File: src/hw/rtl/sync_word_hunter_top_assert.svh
// ----------------------------------------------------------------------------
// sync word hunter assertion macros
// shared concurrent assertion forms, clocked on clock and gated by reset
// ----------------------------------------------------------------------------
`ifndef SYNC_WORD_HUNTER_TOP_ASSERT_SVH
`define SYNC_WORD_HUNTER_TOP_ASSERT_SVH

// same-cycle implication
`define SWH_ASSERT_NOW(label, cond, expr, msg) \
   label: assert property (@(posedge clock) disable iff (reset) (cond) |-> (expr)) \
      else $error(msg);

// next-cycle implication
`define SWH_ASSERT_NEXT(label, cond, expr, msg) \
   label: assert property (@(posedge clock) disable iff (reset) (cond) |=> (expr)) \
      else $error(msg);

`endif

File: src/hw/rtl/swh_pkg.sv
`timescale 1ns / 1ps
// ----------------------------------------------------------------------------
// swh_pkg
// shared types, codes and helper functions of the sync word hunter
// ----------------------------------------------------------------------------
package swh_pkg;

   localparam int COUNT_WIDTH = 32;
   localparam logic [31:0] SYNC_WORD_RESET = 32'h352E_F853;
   localparam logic [31:0] REPORT_MAX = 32'hFFFF_FFFF;

   typedef logic [COUNT_WIDTH-1:0] count_type;

   typedef enum logic [1:0] {
      STATUS_FOUND    = 2'd0,
      STATUS_END_HUNT = 2'd1,
      STATUS_END_SKIP = 2'd2
   } status_type;

   typedef enum logic {
      CSR_SYNC_WORD   = 1'b0,
      CSR_HEADER_SKIP = 1'b1
   } csr_index_type;

   typedef struct packed {
      logic       end_of_input;
      logic [7:0] data_byte;
   } item_type;

   typedef struct packed {
      status_type  status;
      logic [31:0] excess_nonzero;
      logic [31:0] excess_bytes;
   } result_type;

   typedef struct packed {
      logic       skipping;
      logic [1:0] match_position;
   } hunt_state_type;

   // saturating add of a small increment
   function automatic count_type sat_add(count_type a, logic [2:0] b);
      logic [COUNT_WIDTH:0] s;
      s = {1'b0, a} + (COUNT_WIDTH+1)'(b);
      return s[COUNT_WIDTH] ? '1 : s[COUNT_WIDTH-1:0];
   endfunction

   // clamp a count to the 32-bit report field
   function automatic logic [31:0] report_sat(count_type c);
      logic [COUNT_WIDTH+31:0] e;
      e = (COUNT_WIDTH+32)'(c);
      return (e > (COUNT_WIDTH+32)'(REPORT_MAX)) ? REPORT_MAX : e[31:0];
   endfunction

   // nonzero sync bytes among the first n already matched
   function automatic logic [2:0] matched_nonzero(logic [31:0] word, logic [1:0] n);
      logic [2:0] c;
      c = 3'd0;
      for (int i = 0; i < 3; i++) begin
         if ((i < int'(n)) && (word[31-8*i -: 8] != 8'd0)) begin
            c = c + 3'd1;
         end
      end
      return c;
   endfunction

endpackage

File: src/hw/rtl/sync_word_hunter_top.sv
`timescale 1ns / 1ps
// ----------------------------------------------------------------------------
// sync_word_hunter_top
// hunts a byte stream for a 4-byte sync word, skips a header and reports
// the byte counts ahead of it
// ----------------------------------------------------------------------------
//
//   channel   direction   carries
//   req_*     in          one stream byte or an end-of-input marker per item
//   rsp_*     out         status and both saturating counts, zero or one per item
//   csr_*     in          register writes: sync word, header skip length
//
// one item per cycle sustained while the result register is not stalled; an item
// waits in the input register, and its result, if any, goes to the result register
// the limit is the state update loop in the core (compare, two
// saturating adds)
// synchronous active-high reset clears the hunt state, counters and both
// valid flags; the sync word returns to 0x352EF853, the skip length to zero
// a stalled result holds the input register, whether or not the held item
// would emit, so the input stalls once that register is occupied
//
`include "sync_word_hunter_top_assert.svh"

module sync_word_hunter_top (
   input  logic        clock,
   input  logic        reset,
   // input items
   input  logic        req_tvalid,
   output logic        req_tready,
   input  logic [7:0]  req_tdata,   // [7:0] data_byte
   input  logic        req_tuser,   // [0] end_of_input
   // results
   output logic        rsp_tvalid,
   input  logic        rsp_tready,
   output logic [63:0] rsp_tdata,   // [31:0] excess_bytes, [63:32] excess_nonzero
   output logic [1:0]  rsp_tuser,   // [1:0] status
   // register writes
   input  logic        csr_wen,
   input  logic        csr_index,
   input  logic [31:0] csr_wdata
);
   import swh_pkg::*;

   // configuration registers
   logic [31:0] sync_word_ff, sync_word_in;
   logic [3:0]  header_skip_ff, header_skip_in;

   item_type       req_item, held_item;
   logic           held_valid;
   logic           advance;
   logic           emit;
   result_type     core_result, out_result;
   hunt_state_type hunt_state;

   always_comb begin
      sync_word_in   = sync_word_ff;
      header_skip_in = header_skip_ff;
      if (csr_wen) begin
         case (csr_index_type'(csr_index))
            CSR_SYNC_WORD:   sync_word_in   = csr_wdata;
            CSR_HEADER_SKIP: header_skip_in = csr_wdata[3:0];
            default: ;
         endcase
      end
   end

   always_ff @(posedge clock) begin
      if (reset) begin
         sync_word_ff   <= SYNC_WORD_RESET;
         header_skip_ff <= 4'd0;
      end else begin
         sync_word_ff   <= sync_word_in;
         header_skip_ff <= header_skip_in;
      end
   end

   assign req_item.data_byte    = req_tdata;
   assign req_item.end_of_input = req_tuser;

   // the held item moves on when the result register is free or draining
   assign advance = held_valid && (!rsp_tvalid || rsp_tready);

   swh_in_stage u_in_stage (
      .clock      (clock),
      .reset      (reset),
      .in_valid   (req_tvalid),
      .in_ready   (req_tready),
      .in_item    (req_item),
      .held_valid (held_valid),
      .held_item  (held_item),
      .advance    (advance)
   );

   swh_core u_core (
      .clock       (clock),
      .reset       (reset),
      .advance     (advance),
      .item        (held_item),
      .sync_word   (sync_word_ff),
      .header_skip (header_skip_ff),
      .emit        (emit),
      .result      (core_result),
      .hunt_state  (hunt_state)
   );

   swh_out_stage u_out_stage (
      .clock       (clock),
      .reset       (reset),
      .load        (advance && emit),
      .load_result (core_result),
      .out_valid   (rsp_tvalid),
      .out_ready   (rsp_tready),
      .out_result  (out_result)
   );

   assign rsp_tdata = {out_result.excess_nonzero, out_result.excess_bytes};
   assign rsp_tuser = out_result.status;

   // no unused status code ever leaves the block
   `SWH_ASSERT_NOW(a_status_code, rsp_tvalid, rsp_tuser != 2'd3, "undefined status code")
   // while skipping the header no partial match may be pending
   `SWH_ASSERT_NOW(a_skip_pos, hunt_state.skipping, hunt_state.match_position == 2'd0,
      "match position set while skipping header")
   // a stalled result is never overwritten by a new one
   `SWH_ASSERT_NOW(a_no_overwrite, rsp_tvalid && !rsp_tready, !advance,
      "held item advanced over a stalled result")
   // an emitted result shows up on the port next cycle
   `SWH_ASSERT_NEXT(a_emit_shown, advance && emit, rsp_tvalid, "emitted result lost")

endmodule

File: src/hw/rtl/swh_in_stage.sv
`timescale 1ns / 1ps
// ----------------------------------------------------------------------------
// swh_in_stage
// input register of the hunter, one item deep
// ----------------------------------------------------------------------------
module swh_in_stage (
   input  logic              clock,
   input  logic              reset,
   input  logic              in_valid,
   output logic              in_ready,
   input  swh_pkg::item_type in_item,
   output logic              held_valid,
   output swh_pkg::item_type held_item,
   input  logic              advance
);
   import swh_pkg::*;

   logic     valid_ff, valid_in;
   item_type item_ff;

   assign in_ready = !valid_ff || advance;
   assign valid_in = (in_valid && in_ready) ? 1'b1 : (advance ? 1'b0 : valid_ff);

   always_ff @(posedge clock) begin
      if (reset) begin
         valid_ff <= 1'b0;
      end else begin
         valid_ff <= valid_in;
      end
   end

   always_ff @(posedge clock) begin
      if (in_valid && in_ready) begin
         item_ff <= in_item;
      end
   end

   assign held_valid = valid_ff;
   assign held_item  = item_ff;

endmodule

File: src/hw/rtl/swh_core.sv
`timescale 1ns / 1ps
// ----------------------------------------------------------------------------
// swh_core
// hunt state, byte compare and saturating counters, one item per cycle while advance is high
// ----------------------------------------------------------------------------
module swh_core (
   input  logic                    clock,
   input  logic                    reset,
   input  logic                    advance,
   input  swh_pkg::item_type       item,
   input  logic [31:0]             sync_word,
   input  logic [3:0]              header_skip,
   output logic                    emit,
   output swh_pkg::result_type     result,
   output swh_pkg::hunt_state_type hunt_state
);
   import swh_pkg::*;

   logic [1:0] pos_ff, pos_in;
   logic       skipping_ff, skipping_in;
   logic [3:0] skip_cnt_ff, skip_cnt_in;
   count_type  excess_ff, excess_in;
   count_type  nonzero_ff, nonzero_in;

   logic [7:0] expect_byte;
   logic [3:0] skip_dec;
   count_type  rep_excess, rep_nonzero;
   status_type status;

   assign expect_byte = sync_word[{~pos_ff, 3'b000} +: 8];
   assign skip_dec    = (skip_cnt_ff != 4'd0) ? skip_cnt_ff - 4'd1 : skip_cnt_ff;

   always_comb begin
      pos_in      = pos_ff;
      skipping_in = skipping_ff;
      skip_cnt_in = skip_cnt_ff;
      excess_in   = excess_ff;
      nonzero_in  = nonzero_ff;
      rep_excess  = excess_ff;
      rep_nonzero = nonzero_ff;
      status      = STATUS_FOUND;
      emit        = 1'b0;

      if (item.end_of_input) begin
         emit = 1'b1;
         if (skipping_ff) begin
            status = STATUS_END_SKIP;
         end else begin
            // partial attempt counts as excess
            status      = STATUS_END_HUNT;
            rep_excess  = sat_add(excess_ff, {1'b0, pos_ff});
            rep_nonzero = sat_add(nonzero_ff, matched_nonzero(sync_word, pos_ff));
         end
      end else if (skipping_ff) begin
         skip_cnt_in = skip_dec;
         if (skip_dec == 4'd0) begin
            emit = 1'b1;
         end
      end else if (item.data_byte == expect_byte) begin
         if (pos_ff == 2'd3) begin
            pos_in = 2'd0;
            if (header_skip == 4'd0) begin
               emit = 1'b1;
            end else begin
               skipping_in = 1'b1;
               skip_cnt_in = header_skip;
            end
         end else begin
            pos_in = pos_ff + 2'd1;
         end
      end else begin
         // mismatch drops the attempt and this byte
         excess_in  = sat_add(excess_ff, {1'b0, pos_ff} + 3'd1);
         nonzero_in = sat_add(nonzero_ff, matched_nonzero(sync_word, pos_ff)
                              + {2'b00, item.data_byte != 8'd0});
         pos_in     = 2'd0;
      end

      if (emit) begin
         pos_in      = 2'd0;
         skipping_in = 1'b0;
         skip_cnt_in = 4'd0;
         excess_in   = '0;
         nonzero_in  = '0;
      end
   end

   always_ff @(posedge clock) begin
      if (reset) begin
         pos_ff      <= 2'd0;
         skipping_ff <= 1'b0;
         skip_cnt_ff <= 4'd0;
         excess_ff   <= '0;
         nonzero_ff  <= '0;
      end else if (advance) begin
         pos_ff      <= pos_in;
         skipping_ff <= skipping_in;
         skip_cnt_ff <= skip_cnt_in;
         excess_ff   <= excess_in;
         nonzero_ff  <= nonzero_in;
      end
   end

   assign result.status         = status;
   assign result.excess_bytes   = report_sat(rep_excess);
   assign result.excess_nonzero = report_sat(rep_nonzero);

   assign hunt_state.skipping       = skipping_ff;
   assign hunt_state.match_position = pos_ff;

endmodule

File: src/hw/rtl/swh_out_stage.sv
`timescale 1ns / 1ps
// ----------------------------------------------------------------------------
// swh_out_stage
// result register toward the consumer
// ----------------------------------------------------------------------------
module swh_out_stage (
   input  logic                clock,
   input  logic                reset,
   input  logic                load,
   input  swh_pkg::result_type load_result,
   output logic                out_valid,
   input  logic                out_ready,
   output swh_pkg::result_type out_result
);
   import swh_pkg::*;

   logic       valid_ff, valid_in;
   result_type result_ff;

   assign valid_in = load ? 1'b1 : ((valid_ff && out_ready) ? 1'b0 : valid_ff);

   always_ff @(posedge clock) begin
      if (reset) begin
         valid_ff <= 1'b0;
      end else begin
         valid_ff <= valid_in;
      end
   end

   always_ff @(posedge clock) begin
      if (load) begin
         result_ff <= load_result;
      end
   end

   assign out_valid  = valid_ff;
   assign out_result = result_ff;

endmodule

File: config.mk
export PLATFORM = sky130hd
export DESIGN_NAME = sync_word_hunter_top
export DESIGN_NICKNAME = d
export VERILOG_FILES = /design/src/hw/rtl/swh_pkg.sv /design/src/hw/rtl/sync_word_hunter_top.sv /design/src/hw/rtl/swh_in_stage.sv /design/src/hw/rtl/swh_core.sv /design/src/hw/rtl/swh_out_stage.sv
export VERILOG_INCLUDE_DIRS = /design/src /design/src/hw/rtl
export SDC_FILE = /design/constraint.sdc
export NUM_CORES = 1
export LEC_CHECK = 0
export ABC_CLOCK_PERIOD_IN_PS = 12600
export BUFFER_PORTS_ARGS = -buffer_cell sky130_fd_sc_hd__buf_2
export CORE_MARGIN = 3
export CORE_UTILIZATION = 64
export CTS_BUF_LIST = sky130_fd_sc_hd__clkbuf_4 sky130_fd_sc_hd__clkbuf_8 sky130_fd_sc_hd__clkbuf_16
export DETAILED_ROUTE_END_ITERATION = 10
export PLACE_DENSITY = 0.95
export SYNTH_ARGS = -nofsm -noshare
export SYNTH_HDL_FRONTEND = slang
export SYNTH_SLANG_ARGS = --single-unit
export TNS_END_PERCENT = 10
File: constraint.sdc
create_clock -name clock -period 12.6 [get_ports clock]
set_clock_uncertainty 0.15 [all_clocks]
set_input_delay 3.15 -clock clock [delete_from_list [all_inputs] [get_ports clock]]
set_output_delay 3.15 -clock clock [all_outputs]
set_load 0.02 [all_outputs]
==> results.md <==
| Quantity | Value | Unit |
| --- | --- | --- |
| Async S/R FF share, synth | 0 | % |
| Average via count per standard cell | 6.59 | - |
| Startpoint class of the critical path | input port | - |
| Max-cap viol count | 0 | - |
| Fmax | 142 | MHz |
| Minimum clock period | 7.05 | ns |
| Crit path max fanout | 5 | - |
| Number of buffers between clock root and the deepest sink | 2 | - |
| Number of clock sinks | 184 | - |
| Cell depth of the worst flop-to-flop path | 13 | - |
| Min Hold Slack | 0.324 | ns |
| Outcome | completed | - |
| Unrepaired setup endpoints after global routing | false | - |
| Kind of capture point of the worst setup path | primary output | - |
| Hold Buf Count CTS | 0 | - |
| Die area | 17400 | µm² |
| Setup slack of the worst register-to-register path | 7.52 | ns |
| Slew at the pin closest to its max-slew limit | 1.31 | ns |
| Reg-to-reg critical path endpoint | u_out_stage.out_result[63] | - |
| Number of global-route vias before repair | 9044 | - |
| Pin count of the biggest net entering global routing | 71 | - |
| Number of buffers created by CTS | 17 | - |
| Wire length of the first global-routing pass | 43600 | µm |
| Post-synth net total | 1227 | - |
| Flip-flop and latch count after synthesis | 184 | - |
| Area fraction of the dominant cell type after synthesis | 22.2 | % |
| Required time of the critical path | 9.30 | ns |
| Max VDD drop | 102 | µV |
| Mean area per synthesized cell | 8.73 | µm² |
| Global router's overall resource usage | 30.4 | % |
| Count of flip-flops with a built-in enable after synthesis | 75 | - |
| Gpl congestion | 0.989 | - |
| Layout Area Growth over Synthesis | 11.7 | % |
| DRC violations left | 0 | - |
| Height of the chip | 132 | µm |
| N_diodes | 0 | - |
| Number of instances in the synthesized netlist | 1159 | - |
| Most used flip-flop cell after synthesis | dfxtp_1 | - |
| Final Slew Violations | 0 | - |
| Nets | 1283 | - |
| Resize count post-CTS | 0 | - |
| Routed wirelength normalized by instance count | 18.7 | µm |
| Critical path endpoint | req_tready | - |
| Cell leakage power | 4.41 | nW |
| Fraction of final layout cells with drive strength greater than 1 | 15.1 | % |
| Synthesized area | 10100 | µm² |
| Half-perimeter wire length after detailed placement | 18100 | µm |
| Total overflow reported by the global router | 0 | - |
| Worst slew margin relative to its limit | 12.5 | % |
| Worst min path class | reg2reg | - |
| Horizontal die dimension | 132 | µm |
| Initial core utilization | 66.1 | % |
| Drt first pass iters | 7 | - |
| Number of vias in the routed layout | 9490 | - |
| Sequential area share after synthesis | 43.8 | % |
| H-Tree Depth | 4 | - |
| Summed negative setup slack over all endpoints | 0 | ns |
| Beginning of the worst register-to-register path | u_core.pos_ff[1] | - |
| Count of endpoints failing hold in the final timing report | 0 | - |
| Kind of critical path | in2out | - |
| Ports placed on the boundary | 115 | - |
| Critical path launch point | rsp_tready | - |
| Clk pin slew, worst setup/hold paths | 0.07 | ns |
| Buffer cell driving the clock tree root | clkbuf_16 | - |
| Total detailed-routing wirelength | 26900 | µm |
| Arrival time at the worst endpoint | 3.75 | ns |
| Largest cells by area after synthesis | edfxtp_1, dfxtp_1, nand2_1 | - |
| Core region area | 15300 | µm² |
| Filler cell count in the final layout | 1128 | - |
| Worst-Skew Late Latency | 0.44 | ns |
| Standard-cell row count | 45 | - |
| Count of buffers from port buffering | 114 | - |
| Distinct cell type count after synthesis | 68 | - |
| Post-route antenna net violation count | 0 | - |
| Pwr/cell area | 111 | nW/µm² |
| Number of antenna violations at the first check in global routing | 0 | - |
| Number of DRC markers in iteration 0 | 1302 | - |
| Yosys warning total | 0 | - |
| TritonCTS clock tree | built | - |
| Finish-stage setup viols | 0 | - |
| Share of the cycle needed by the critical path after routing | 56.0 | % |
| Post-CTS setup-driven buffer insertion count | 0 | - |
| Library cell occupying the most area in the post-synthesis netlist | edfxtp_1 | - |
-- cell families (layout without fill, tap and decap cells) --
kind of cell               after synthesis  after routing  share of synthesized area [%]
AOI/OAI and AO/OA                      252            252                           16.4
xor gates and xnor gates                61             61                           5.50
adders and majority gates               21             21                           2.89
buffers and inverters                  125            194                           4.89
DFF                                    184            184                           43.8
muxes                                   13             13                           2.31
and+or+nand+nor                        503            503                           24.2
-- metrics by stage --
| step | cell area [µm²] | utilization [%] | total power [mW] | cells | worst slack, ns |
|---|---|---|---|---|---|
| after floorplan | 10100 | - | 0.695 | 1159 | 5.64 |
| after global placement | 10700 | 69.9 | 0.718 | 1407 | 5.58 |
| after detailed placement | 10700 | 69.9 | 0.721 | 1407 | 5.56 |
| after CTS | 11300 | 73.8 | 1.25 | 1439 | 5.55 |
| after global routing | 11300 | 73.8 | 1.29 | 1439 | 5.49 |
| final | 11300 | 73.8 | 1.25 | 1439 | 5.55 |
-- routing by layer --
| layer | GRT usage (%) | vias to the layer above | wire length, µm |
|---|---|---|---|
| li1 | - | 4352 | - |
| met1 | 39.0 | 4317 | 10400 |
| met2 | 49.1 | 695 | 12600 |
| met3 | 6.64 | 126 | 2920 |
| met4 | 14.7 | 0 | 1060 |
| met5 | 0 | - | 0 |
-- worst min path at each step --
stage                                from  slack (ns)  depth (start not counted)               to
after floorplan           sync_word_ff[2]        0.28                          2  sync_word_ff[2]
after global routing      sync_word_ff[1]        0.35                          2  sync_word_ff[1]
after CTS                 sync_word_ff[7]        0.32                          2  sync_word_ff[7]
after global placement    sync_word_ff[5]        0.29                          2  sync_word_ff[5]
final                     sync_word_ff[2]        0.32                          2  sync_word_ff[2]
after detailed placement  sync_word_ff[5]        0.31                          2  sync_word_ff[5]
-- state kept, by name, summed over array words and instances (netlist names), 2 cells and up --
| register | flops |
|---|---|
| u_in_stage.held_item | 9 |
| u_core.skip_cnt_ff | 4 |
| u_core.pos_ff | 2 |
| u_out_stage.out_result | 66 |
| sync_word_ff | 32 |
| u_core.excess_ff | 32 |
| header_skip_ff | 4 |
| u_core.nonzero_ff | 32 |
-- synth_stat cells (5+ instances only) --
cell and n:
a21o_1 11, inv_1 37, nor3_1 25, nor4_1 16
ha_1 17, a31oi_1 42, nor2_1 51, mux4_2 8
nor2b_1 7, and3_1 23, a211oi_1 38, a41oi_1 6
edfxtp_1 75, o21ai_1 10, nand4_1 34, a221o_1 6
nand2b_1 5, o31ai_1 12, buf_2 9, dfxtp_1 109
and2_1 8, xnor2_1 42, a21oi_1 46, o21a_1 5
o21ai_0 44, xor2_1 16, and4_1 9, or3_1 10
nand3_1 68, clkbuf_1 72, o211ai_1 5, nand4b_1 6
nand2_1 219, or4_1 6
-- report_power, final --
| part | switching, mW | internal [mW] |
|---|---|---|
| combinational | 0.0480 | 0.0235 |
| clock | 0.237 | 0.309 |
| sequential | 0.00868 | 0.629 |
-- worst max-delay path, stage by stage --
cell and delay, ns:
buf_2 0.10, nor2b_1 0.24, nand2_1 0.10, buf_2 0.16
-- cell type report --
type                       instances  area (µm²)  share of cell area [%]
multi-input combinational        850        5220                    46.1
clock buffer                      19         458                    4.05
inverter                          38         143                    1.26
tap                              211         264                    2.34
sequential                       184        4430                    39.2
clock inverter                    13         144                    1.27
timing repair buffer             124         646                    5.71
-- layout by cell type (no fill, tap or decap), drive strengths merged, types with 43 or more instances in the layout --
cell and count:
a21oi 46, buf 124, nor2 51, nand2 219
o21ai 54, xnor2 45, edfxtp 75, dfxtp 109
nand3 68, a31oi 43
Note: power is estimated with default switching activity, not from simulation.
